<file path="src/tecs_pkg.sv">
// shared types and constants for the exact-cost tour search block
// used by tecs_ctrl, tecs_dp and tour_of_exact_cost_search_core; no dependencies
package tecs_pkg;

  // default sizing handed to the top level parameters
  localparam int MAX_NODES_DEF   = 8;
  localparam int WEIGHT_BITS_DEF = 16;

  // fixed field widths of the configuration, request and result items
  localparam int TARGET_BITS       = 20;
  localparam int COUNT_BITS        = 4;
  localparam int NODE_FIELD_BITS   = 3;
  localparam int WEIGHT_FIELD_BITS = 16;
  localparam int CFG_DATA_BITS     = 20;

  // request kinds
  localparam logic REQ_LOAD = 1'b0;
  localparam logic REQ_RUN  = 1'b1;

  // configuration register indexes
  localparam logic CFG_TARGET = 1'b0;
  localparam logic CFG_NODES  = 1'b1;

  localparam logic [COUNT_BITS-1:0] NODE_COUNT_RESET = 4'd8;

  typedef struct packed {
    logic                                req_type;
    logic [NODE_FIELD_BITS-1:0]          row;
    logic [NODE_FIELD_BITS-1:0]          col;
    logic signed [WEIGHT_FIELD_BITS-1:0] weight;
  } req_t;

  typedef struct packed {
    logic                       found;
    logic [NODE_FIELD_BITS-1:0] node;
    logic                       last;
  } rsp_t;

  // controller to datapath commands
  typedef struct packed {
    logic load_wr;
    logic run_start;
    logic init;
    logic next_start;
    logic rd;
    logic push;
    logic skip;
    logic pop;
    logic emit;
    logic emit_none;
  } cmd_t;

  // datapath to controller status
  typedef struct packed {
    logic is_run;
    logic depth_full;
    logic cand_over;
    logic cand_visited;
    logic edge_ok;
    logic cost_match;
    logic depth_zero;
    logic start_last;
    logic emit_last;
    logic out_free;
  } stat_t;

endpackage

</file>
<file path="src/tour_of_exact_cost_search_core.sv">
// Exact-cost tour search core. A load request stores one weight if its row and column are
// in range. A run request is accepted, then each start node gets a setup step; each search
// step skips a visited candidate, reads an edge (a candidate or the closing edge), finds a
// level exhausted or pops; results then leave at one per cycle while the receiver is ready
// (the clamped node count plus 1 results, or 1 when not found). One request at a time.
// Synchronous reset returns to idle, target 0, 8 nodes; weights undefined until loaded.
module tour_of_exact_cost_search_core #(
  parameter int MAX_NODES   = tecs_pkg::MAX_NODES_DEF,
  parameter int WEIGHT_BITS = tecs_pkg::WEIGHT_BITS_DEF
) (
  input  logic                               clk,
  input  logic                               rst,
  input  logic                               cfg_we,
  input  logic                               cfg_index,
  input  logic [tecs_pkg::CFG_DATA_BITS-1:0] cfg_data,
  input  logic                               req_valid,
  output logic                               req_ready,
  input  tecs_pkg::req_t                     req_data,
  output logic                               rsp_valid,
  input  logic                               rsp_ready,
  output tecs_pkg::rsp_t                     rsp_data
);
  import tecs_pkg::*;

  cmd_t  cmd;
  stat_t stat;

  // search sequencer
  tecs_ctrl u_ctrl (
    .clk       (clk),
    .rst       (rst),
    .req_valid (req_valid),
    .req_ready (req_ready),
    .stat      (stat),
    .cmd       (cmd)
  );

  // storage and arithmetic
  tecs_dp #(
    .MAX_NODES   (MAX_NODES),
    .WEIGHT_BITS (WEIGHT_BITS)
  ) u_dp (
    .clk       (clk),
    .rst       (rst),
    .cfg_we    (cfg_we),
    .cfg_index (cfg_index),
    .cfg_data  (cfg_data),
    .req_data  (req_data),
    .cmd       (cmd),
    .stat      (stat),
    .rsp_valid (rsp_valid),
    .rsp_ready (rsp_ready),
    .rsp_data  (rsp_data)
  );

endmodule

</file>
<file path="src/tecs_dp.sv">
// datapath of the tour search: weight memory, path stack, visited mask,
// running cost, configuration registers and result register; uses tecs_pkg
module tecs_dp #(
  parameter int MAX_NODES   = tecs_pkg::MAX_NODES_DEF,
  parameter int WEIGHT_BITS = tecs_pkg::WEIGHT_BITS_DEF
) (
  input  logic                                clk,
  input  logic                                rst,
  input  logic                                cfg_we,
  input  logic                                cfg_index,
  input  logic [tecs_pkg::CFG_DATA_BITS-1:0]  cfg_data,
  input  tecs_pkg::req_t                      req_data,
  input  tecs_pkg::cmd_t                      cmd,
  output tecs_pkg::stat_t                     stat,
  output logic                                rsp_valid,
  input  logic                                rsp_ready,
  output tecs_pkg::rsp_t                      rsp_data
);
  import tecs_pkg::*;

  localparam int NB    = $clog2(MAX_NODES);
  localparam int CB    = $clog2(MAX_NODES + 1);
  localparam int DEPTH = MAX_NODES * MAX_NODES;
  localparam int AB    = $clog2(DEPTH);
  localparam int CW    = (WEIGHT_BITS + NB > TARGET_BITS) ? WEIGHT_BITS + NB : TARGET_BITS;

  // configuration registers
  logic [TARGET_BITS-1:0] target_cost;
  logic [COUNT_BITS-1:0]  node_count;

  // weight memory
  logic [WEIGHT_BITS-1:0] weight_mem [DEPTH];
  logic [WEIGHT_BITS-1:0] rdata;
  logic [AB-1:0]          waddr;
  logic [AB-1:0]          raddr;
  logic [WEIGHT_BITS-1:0] wdata;
  logic [31:0]            wext;
  logic                   wr_en;

  // search state
  logic [NB-1:0]          path_stack [MAX_NODES];
  logic [CB-1:0]          next_cand  [MAX_NODES];
  logic [WEIGHT_BITS-2:0] cost_stack [MAX_NODES];
  logic [MAX_NODES-1:0]   visited;
  logic [CW-1:0]          running;
  logic [NB-1:0]          depth;
  logic [NB-1:0]          start;
  logic [CB-1:0]          emit_idx;

  logic [CB-1:0]  n;
  logic [CB-1:0]  n_less;
  logic [NB-1:0]  rd_idx;
  logic [NB-1:0]  emit_sel;
  logic [NB-1:0]  cur_node;
  logic [CB-1:0]  cand;
  logic [NB-1:0]  dest;
  logic [NB-1:0]  depth_up;
  logic [31:0]    node_ext;
  logic [CW-1:0]  close_sum;

  // configuration writes
  always_ff @(posedge clk) begin
    if (rst) begin
      target_cost <= '0;
      node_count  <= NODE_COUNT_RESET;
    end else if (cfg_we) begin
      case (cfg_index)
        CFG_TARGET: target_cost <= cfg_data[TARGET_BITS-1:0];
        CFG_NODES:  node_count  <= cfg_data[COUNT_BITS-1:0];
        default:    target_cost <= target_cost;
      endcase
    end
  end

  // node count clamped to the supported range
  always_comb begin
    if (node_count < COUNT_BITS'(2)) begin
      n = CB'(2);
    end else if (int'(node_count) > MAX_NODES) begin
      n = CB'(MAX_NODES);
    end else begin
      n = CB'(node_count);
    end
  end
  assign n_less = n - CB'(1);

  // load address and weight cut to the stored width
  assign wext  = {16'b0, req_data.weight};
  assign wdata = wext[WEIGHT_BITS-1:0];
  assign waddr = AB'(int'(req_data.row) * MAX_NODES + int'(req_data.col));
  assign wr_en = cmd.load_wr && (int'(req_data.row) < MAX_NODES)
                 && (int'(req_data.col) < MAX_NODES);

  // stack read port shared by search and result output
  assign emit_sel = stat.emit_last ? '0 : emit_idx[NB-1:0];
  assign rd_idx   = cmd.emit ? emit_sel : depth;
  assign cur_node = path_stack[rd_idx];
  assign cand     = next_cand[depth];
  assign dest     = stat.depth_full ? start : cand[NB-1:0];
  assign raddr    = AB'(int'(cur_node) * MAX_NODES + int'(dest));
  assign depth_up = depth + NB'(1);

  always_ff @(posedge clk) begin
    if (wr_en) begin
      weight_mem[waddr] <= wdata;
    end
    rdata <= weight_mem[raddr];
  end

  // status toward the controller
  assign close_sum         = running + CW'(rdata[WEIGHT_BITS-2:0]);
  assign stat.is_run       = (req_data.req_type == REQ_RUN);
  assign stat.depth_full   = (CB'(depth) == n_less);
  assign stat.cand_over    = (cand >= n);
  assign stat.cand_visited = visited[cand[NB-1:0]];
  assign stat.edge_ok      = !rdata[WEIGHT_BITS-1];
  assign stat.cost_match   = (close_sum == CW'(target_cost));
  assign stat.depth_zero   = (depth == '0);
  assign stat.start_last   = (CB'(start) == n_less);
  assign stat.emit_last    = (emit_idx == n);
  assign stat.out_free     = !rsp_valid || rsp_ready;

  // stack entries, written at init, on a skip and on a push; a pop writes none
  always_ff @(posedge clk) begin
    if (cmd.init) begin
      path_stack[0] <= start;
      next_cand[0]  <= '0;
    end
    if (cmd.skip) begin
      next_cand[depth] <= cand + CB'(1);
    end
    if (cmd.push) begin
      next_cand[depth]     <= cand + CB'(1);
      path_stack[depth_up] <= cand[NB-1:0];
      next_cand[depth_up]  <= '0;
      cost_stack[depth_up] <= rdata[WEIGHT_BITS-2:0];
    end
  end

  // depth, visited mask, running cost and start node
  always_ff @(posedge clk) begin
    if (rst) begin
      visited  <= '0;
      running  <= '0;
      depth    <= '0;
      start    <= '0;
      emit_idx <= '0;
    end else begin
      if (cmd.run_start) begin
        start <= '0;
      end
      if (cmd.next_start) begin
        start <= start + NB'(1);
      end
      if (cmd.init) begin
        depth    <= '0;
        visited  <= MAX_NODES'(1) << start;
        running  <= '0;
        emit_idx <= '0;
      end
      if (cmd.push) begin
        depth   <= depth_up;
        visited <= visited | (MAX_NODES'(1) << cand[NB-1:0]);
        running <= close_sum;
      end
      if (cmd.pop) begin
        depth   <= depth - NB'(1);
        visited <= visited & ~(MAX_NODES'(1) << cur_node);
        running <= running - CW'(cost_stack[depth]);
      end
      if (cmd.emit) begin
        emit_idx <= emit_idx + CB'(1);
      end
    end
  end

  // result register
  assign node_ext = 32'(cur_node);

  always_ff @(posedge clk) begin
    if (rst) begin
      rsp_valid <= 1'b0;
    end else if (cmd.emit || cmd.emit_none) begin
      rsp_valid <= 1'b1;
    end else if (rsp_ready) begin
      rsp_valid <= 1'b0;
    end
  end

  always_ff @(posedge clk) begin
    if (cmd.emit) begin
      rsp_data.found <= 1'b1;
      rsp_data.node  <= node_ext[NODE_FIELD_BITS-1:0];
      rsp_data.last  <= stat.emit_last;
    end else if (cmd.emit_none) begin
      rsp_data.found <= 1'b0;
      rsp_data.node  <= '0;
      rsp_data.last  <= 1'b1;
    end
  end

  // every edge read happens on a path of depth+1 distinct nodes
  a_visited_count: assert property (@(posedge clk) disable iff (rst)
    cmd.rd |-> ($countones(visited) == int'(depth) + 1))
    else $error("visited mask out of step with path depth");

  // a push only follows an existing edge below the full depth
  a_push_legal: assert property (@(posedge clk) disable iff (rst)
    cmd.push |-> (!stat.depth_full && stat.edge_ok))
    else $error("push at full depth or over a missing edge");

  // a result is never written over one not yet taken
  a_no_overwrite: assert property (@(posedge clk) disable iff (rst)
    (cmd.emit || cmd.emit_none) |-> stat.out_free)
    else $error("result register overwritten");

endmodule

</file>
<file path="src/tecs_ctrl.sv">
// controller state machine of the tour search: sequences loads, the
// depth-first search and the result output; uses tecs_pkg
module tecs_ctrl (
  input  logic            clk,
  input  logic            rst,
  input  logic            req_valid,
  output logic            req_ready,
  input  tecs_pkg::stat_t stat,
  output tecs_pkg::cmd_t  cmd
);
  import tecs_pkg::*;

  typedef enum logic [6:0] {
    ST_IDLE  = 7'b0000001,
    ST_INIT  = 7'b0000010,
    ST_CHECK = 7'b0000100,
    ST_EVAL  = 7'b0001000,
    ST_POP   = 7'b0010000,
    ST_EMIT  = 7'b0100000,
    ST_NONE  = 7'b1000000
  } state_t;

  state_t state;
  state_t state_next;

  assign req_ready = (state == ST_IDLE);

  // next state and commands
  always_comb begin
    state_next = state;
    cmd        = '0;
    case (state)
      ST_IDLE: begin
        if (req_valid) begin
          if (stat.is_run) begin
            cmd.run_start = 1'b1;
            state_next    = ST_INIT;
          end else begin
            cmd.load_wr = 1'b1;
          end
        end
      end
      ST_INIT: begin
        cmd.init   = 1'b1;
        state_next = ST_CHECK;
      end
      ST_CHECK: begin
        if (stat.depth_full) begin
          cmd.rd     = 1'b1;
          state_next = ST_EVAL;
        end else if (stat.cand_over) begin
          state_next = ST_POP;
        end else if (stat.cand_visited) begin
          cmd.skip = 1'b1;
        end else begin
          cmd.rd     = 1'b1;
          state_next = ST_EVAL;
        end
      end
      ST_EVAL: begin
        if (stat.depth_full) begin
          if (stat.edge_ok && stat.cost_match) begin
            state_next = ST_EMIT;
          end else begin
            state_next = ST_POP;
          end
        end else if (stat.edge_ok) begin
          cmd.push   = 1'b1;
          state_next = ST_CHECK;
        end else begin
          cmd.skip   = 1'b1;
          state_next = ST_CHECK;
        end
      end
      ST_POP: begin
        if (!stat.depth_zero) begin
          cmd.pop    = 1'b1;
          state_next = ST_CHECK;
        end else if (stat.start_last) begin
          state_next = ST_NONE;
        end else begin
          cmd.next_start = 1'b1;
          state_next     = ST_INIT;
        end
      end
      ST_EMIT: begin
        if (stat.out_free) begin
          cmd.emit = 1'b1;
          if (stat.emit_last) begin
            state_next = ST_IDLE;
          end
        end
      end
      ST_NONE: begin
        if (stat.out_free) begin
          cmd.emit_none = 1'b1;
          state_next    = ST_IDLE;
        end
      end
      default: begin
        state_next = ST_IDLE;
      end
    endcase
  end

  // state register
  always_ff @(posedge clk) begin
    if (rst) begin
      state <= ST_IDLE;
    end else begin
      state <= state_next;
    end
  end

  // commands never overlap
  a_cmd_exclusive: assert property (@(posedge clk) disable iff (rst)
    $onehot0(cmd))
    else $error("more than one command issued");

  // the closing result of a tour returns the block to accepting requests
  a_last_to_idle: assert property (@(posedge clk) disable iff (rst)
    (cmd.emit && stat.emit_last) |=> req_ready)
    else $error("not idle after last result");

endmodule
</file>
<file path="config.mk">
export PLATFORM = sky130hd
export DESIGN_NAME = tour_of_exact_cost_search_core
export DESIGN_NICKNAME = d
export VERILOG_FILES = /design/src/tecs_pkg.sv /design/src/tour_of_exact_cost_search_core.sv /design/src/tecs_dp.sv /design/src/tecs_ctrl.sv
export SDC_FILE = /design/constraint.sdc
export NUM_CORES = 2
export LEC_CHECK = 0
export BUFFER_PORTS_ARGS = -buffer_cell sky130_fd_sc_hd__buf_2
export CAP_MARGIN = 20
export CELL_PAD_IN_SITES_DETAIL_PLACEMENT = 0
export CELL_PAD_IN_SITES_GLOBAL_PLACEMENT = 1
export CORE_MARGIN = 5
export CORE_UTILIZATION = 48
export DETAILED_ROUTE_END_ITERATION = 8
export GPL_TIMING_DRIVEN = 0
export PLACE_DENSITY = 0.72
export SLEW_MARGIN = 15
export SYNTH_ARGS = -nofsm -noshare
export SYNTH_HDL_FRONTEND = slang
export SYNTH_SLANG_ARGS = --single-unit
</file>
<file path="constraint.sdc">
create_clock -name clk -period 4.6 [get_ports clk]
set_input_delay 0 -clock clk [delete_from_list [all_inputs] [get_ports clk]]
set_output_delay 0 -clock clk [all_outputs]
set_load 0.05 [all_outputs]
</file>
# Word level (Yosys, flattened, before mapping)
# Memory sizes are Yosys's and may differ from the RTL's. A register that Yosys moved wholly into a read port is not among the register bits.
# Index checks and enable logic that the tools add are counted.
# totals
regBits,75
mem_bits_rw,1200
in_bits,49
out_inout_bits,7
word_cells,148
n_memories,4
# op_classes
addsub,10
n_lt_le_gt_ge,4
n_eq_ne,17
shift,3
muxes,77
bitwise,5
reduce_logical,16
# mem_list
memory,depth,width,read_ports,rd_clocked_by_memory_dff,wr,line_no,source
u_dp.weight_mem,64,16,1,1,1,tecs_dp.sv:32,logic [WEIGHT_BITS-1:0] weight_mem [DEPTH];
u_dp.cost_stack,8,15,1,1,1,tecs_dp.sv:43,logic [WEIGHT_BITS-2:0] cost_stack [MAX_NODES];
u_dp.next_cand,8,4,1,1,2,tecs_dp.sv:42,logic [CB-1:0] next_cand [MAX_NODES];
u_dp.path_stack,8,3,1,0,1,tecs_dp.sv:41,logic [NB-1:0] path_stack [MAX_NODES];
# op_table
cell,n
$mux 7,10
$mux 20,3
$pmux 7 s7,1
$mux 3,15
$mux 4,8
$mux 1,30
$mux 8,3
$shl 1x3->8 const A,3
$add 20x15->20,1
$eq 20x20->1,1
$sub 20x15->20,1
$add 6x3->6,2
$mux 6,2
$add 4x1->4 const B,2
$and 8x8->8,1
$eq 3x4->1,2
$not 8->8,1
$or 8x8->8,1
$reduce_bool 2->1,4
$eq 7x1->1 const B,1
$eq 7x2->1 const B,1
$eq 7x3->1 const B,1
$eq 7x4->1 const B,1
$eq 7x5->1 const B,1
27 further kinds,36

# Logic depth before layout (Yosys ltp)
# depth
ltp_word,12
mapped_depth,18

# By module
# From an unflattened synthesis, not the netlist that was laid out.
# hier_totals
cells_unflattened,3998
area_unflattened_um2,53593.9
# by_module_without_submodules
module,instances,cells_per_inst,area_each_um2,seq_area_each_um2
tecs_dp,1,3932,53033.4,37496.0
tecs_ctrl,1,66,560.5,140.1

# Worst setup path before layout
# No wires, ideal clock.
# synth_path
path_type,reg2reg
from,reg (tool-made name)
to,reg u_dp.running[12]
setup_ps,128
arrival_ps,4183
slack_ps,290
stages_incl_launch_ff,18
path_buffers,2
cell_sequence,dfxtp_1 -> clkbuf_1 -> clkbuf_1 -> mux4_2 -> mux2_2 -> ha_1 -> fa_1 -> nor2b_1 -> o21ai_0 -> a21boi_0 -> o21a_1 -> o21ai_0 -> a211o_1 -> and4b_1 -> o21ai_0 -> xor2_1 -> a21oi_1 -> nor2_1
# synth_lines
item,line_no,source
to (signal assigned),tecs_dp.sv:164,running <= close_sum;
to (signal assigned),tecs_dp.sv:169,running <= running - CW'(cost_stack[depth]);
to (decl),tecs_dp.sv:45,logic [CW-1:0] running;

# Worst setup path after layout
# layout_path
from,reg u_dp.node_count[3]
to,reg u_dp.rdata[12] (read register of u_dp.weight_mem)
# layout_between
elab_chain_len,8
# layout_rtl
item,line_no,source
from (decl),tecs_dp.sv:29,logic [COUNT_BITS-1:0] node_count;
from (signal assigned),tecs_dp.sv:69,CFG_NODES: node_count <= cfg_data[COUNT_BITS-1:0];
$gt 4x4->1,tecs_dp.sv:79,end else if (int'(node_count) > MAX_NODES) begin
$mux 4,tecs_dp.sv:79,
$mux 4 *,tecs_dp.sv:77,if (node_count < COUNT_BITS'(2)) begin
$eq 4x4->1,tecs_dp.sv:120,assign stat.emit_last = (emit_idx == n);
$mux 3,tecs_dp.sv:95,assign emit_sel = stat.emit_last ? '0 : emit_idx[NB-1:0];
$mux 3,tecs_dp.sv:96,assign rd_idx = cmd.emit ? emit_sel : depth;
$mem_v2 8x3,--,
$add 6x3->6 *,tecs_dp.sv:100,assign raddr = AB'(int'(cur_node) * MAX_NODES + int'(dest));
to (decl),tecs_dp.sv:33,logic [WEIGHT_BITS-1:0] rdata;
# Mark *: on every way between the ends. The rest lies on a longest branch, timed or not.
# A chain may end at the register's enable or synchronous reset.

==> metrics.cfg <==
[clock_tree]
clkSinkCount = 1294
cts_buffers = 136
h-tree-depth = 4
clk_latency_ns = 0.78
cts_max_path_buffers = 3
clk_pin_slew_ns = 0.06
cts_tree = done
cts-root-buf = clkbuf_16

[sta]
slew_violations = 0
max_freq_ghz = 0.219
setup_ws_ns = 0.0356
hold_viol = 0
whs_ns = 0.0969
slew_headroom_pct = 26.7
skew_ns = 0.0358
min_period_ns = 4.56
tightest_slew_ns = 1.10
finalSetupViolCount = 0
period_share_pct = 99.2
rsz0062_at_grt = yes

[worst_setup_path]
max_stage_delay_ns = 0.58
cp-end-kind = flop
cp_common_cell = buf_6
crit_chain = buf_2 > o21ba_2 > nand2_1 > ha_1 > xnor3_1 > nand4_1 > buf_4 > buf_6 > mux2i_4 > buf_6 > buf_6 > buf_4 > buf_6 > nand2_1 > a311oi_2 > nor4_1 > o32ai_2
cpLargestDelayFamily = buffers and inverters
crit_fanout = 10
worstSetupStartpointType = flop
slowest_stage = o32ai_2
crit_buf_inv = 7
critPathKind = reg2reg
required_ns = 5.19
arrival_ns = 5.15

[synth]
syn_inst = 3709
synthFlopType = edfxtp_1
syn_avg_cell_area_um2 = 14.4
synth_edf_count = 1172
ys_warn_count = 0
synth.top_cell.area_share_pct = 66.0
async_flop_share_pct = 0
syn_nets = 3810
synth_seq_area_share_pct = 70.6
yosysMostFrequentCell = edfxtp_1
synth.cell_area_um2 = 53300
synth-seq-cells = 1294
synth_common_cells = edfxtp_1, nand2_1, nor2_1, nand3_1, mux2i_1
synthDistinctLibCells = 91
synth_top_cell_by_area = edfxtp_1
synth.area.top_cells = edfxtp_1, nand2_1, mux4_2, dfxtp_1, mux2i_1

[placed_design]
gp_congestion = 0.927
portBuffers = 52
dp_slack_ns = -1.47
place_area_um2 = 56800
dpl.hpwl_um = 117000

[detailed_routing]
drt-total-wl_um = 177000
ant_nets = 0
avgViaCountPerCell = 6.20
vias = 35001
first_pass_iters = 6
wire_per_inst_um = 31.3
drc = 0
drtIter0Drc = 4722

[job]
drv_cap = 0

[pwr]
power_density_nw_per_um2 = 387
ir_drop_uv = 384
p_leak_nw = 20.9

[floorplanning]
fp.dieArea_um2 = 118000
ios = 56
core.rowCount = 122
initial_core_util_pct = 48.2
die_y_um = 343
core_area_um2 = 111000
dieWidth_um = 343

[min_path]
hold_path_class = in2reg

[final_layout]
area_delta_synth_final_pct = 18.4
drive_above_1_share_pct = 18.1
design_area_um2 = 63100
final_core_util_pct = 57.1
nets = 4149

[global_route]
track_usage_pct = 29.7
grt_pass1_vias = 33422
grt-ovfl-total = 0
grt_max_degree = 65
antenna_found_initial = 7
grt_pass1_wl_um = 246000

[run_status]
status = finished clean

[stage by stage]
step / total power, W / TNS (ns) / cells
final: 0.0244 / 0 / 5641
after CTS: 0.0244 / 0 / 5624
after global placement: 0.0135 / -732.57 / 5249
after global routing: 0.0250 / -0.0110 / 5638
after detailed placement: 0.0135 / -32.13 / 5293
after floorplan: 0.0132 / 0 / 3709
[power breakdown]
group	internal, W	switching [W]
combinational	0.000148	0.000345
sequential	0.0128	0.0000263
clock	0.00648	0.00459
[registers in the layout, indices dropped and copies added (netlist names), named ones only]
name / flops
u_dp.next_cand: 32
u_dp.running: 20
u_dp.rdata: 16
u_dp.rsp_valid: 1
u_dp.path_stack: 24
u_dp.cost_stack: 120
u_dp.rsp_data: 5
u_dp.weight_mem: 1024
u_dp.visited: 8
u_ctrl.state: 7
u_dp.target_cost: 20
u_dp.depth: 3
u_dp.start: 3
u_dp.node_count: 4
u_dp.emit_idx: 4
[final cells by class]
cell class                      count  area (µm²)
Inverter                           33         124
Clock inverter                     61         711
Buffer                            218        1440
Fill cell                        8788       47400
Tap cell                         1488        1860
Antenna cell                        3        7.51
Multi-Input combinational cell   2163       15500
Clock buffer                      179        3710
Timing Repair Buffer              202        2160
Sequential cell                  1294       37600
[metal layers]
layer / vias to the layer above / track usage, % / routed length (µm)
li1: 14885 / - / -
met1: 17555 / 37.6 / 65300
met2: 2075 / 48.3 / 83100
met3: 486 / 6.89 / 17700
met4: 0 / 14.7 / 10400
met5: - / 0 / 0
[layout by cell type, fill, tap and decap left out, types with 31 or more instances in the layout]
cell / instances
nand3_1: 164
nor2_1: 109
a21oi_1: 85
clkbuf_16: 142
nand2_1: 706
a311oi_1: 36
a32oi_1: 81
xnor2_1: 31
mux2i_1: 152
clkbuf_4: 35
nor2_4: 65
clkbuf_1: 78
edfxtp_1: 1172
buf_4: 72
buf_2: 78
mux4_2: 109
dlygate4sd3_1: 85
and3_1: 42
dfxtp_1: 121
buf_6: 32
o21ai_0: 50
a31oi_1: 58
ha_1: 50
[cell families (layout without fill, tap and decap cells)]
kind of cell	Yosys count	after routing	share of synthesized area [%]
flip-flops	1294	1294	70.6
AND/OR/NAND/NOR	1258	1258	10.3
AO/OA/AOI/OAI	515	515	6.82
multiplexers	282	282	7.93
buffers and inverters	252	693	2.11
XOR/XNOR	55	55	0.981
adder cells (fa/ha/maj)	53	53	1.27
other	0	3	0
[worst paths after layout]
| check | slack [ns] | from | depth (start not counted) | to |
|---|---|---|---|---|
| setup / recovery | 0.04 | u_dp.node_count[3] | 17 | u_dp.rdata[12] |
| hold / removal | 0.1 | cfg_data[0] | 4 | u_dp.node_count[0] |
| setup reg to reg | 0.04 | u_dp.node_count[3] | 17 | u_dp.rdata[12] |
| hold reg to reg | 0.46 | u_dp.rsp_data[4] | 2 | u_dp.rsp_data[4] |
[repair_timing]
| item | in CTS | in global routing |
|---|---|---|
| setup buffers | 13 | 3 |
| gates resized for setup | 241 | 105 |
| endpoints found under the setup margin | 61 | 53 |
| endpoints found under the hold margin | 682 | 384 |
| pin swaps | 12 | 11 |
| hold buffers | 79 | 6 |
[worst reg2reg max path: stages (launching register included)]
cell and delay, ns:
dfxtp_1 0.29, buf_2 0.18, o21ba_2 0.29, nand2_1 0.11
ha_1 0.26, xnor3_1 0.36, nand4_1 0.10, buf_4 0.17
buf_6 0.20, mux2i_4 0.37, buf_6 0.23, buf_6 0.23
buf_4 0.25, buf_6 0.20, nand2_1 0.09, a311oi_2 0.33
nor4_1 0.14, o32ai_2 0.59
Power figures use the tool's default switching activity.
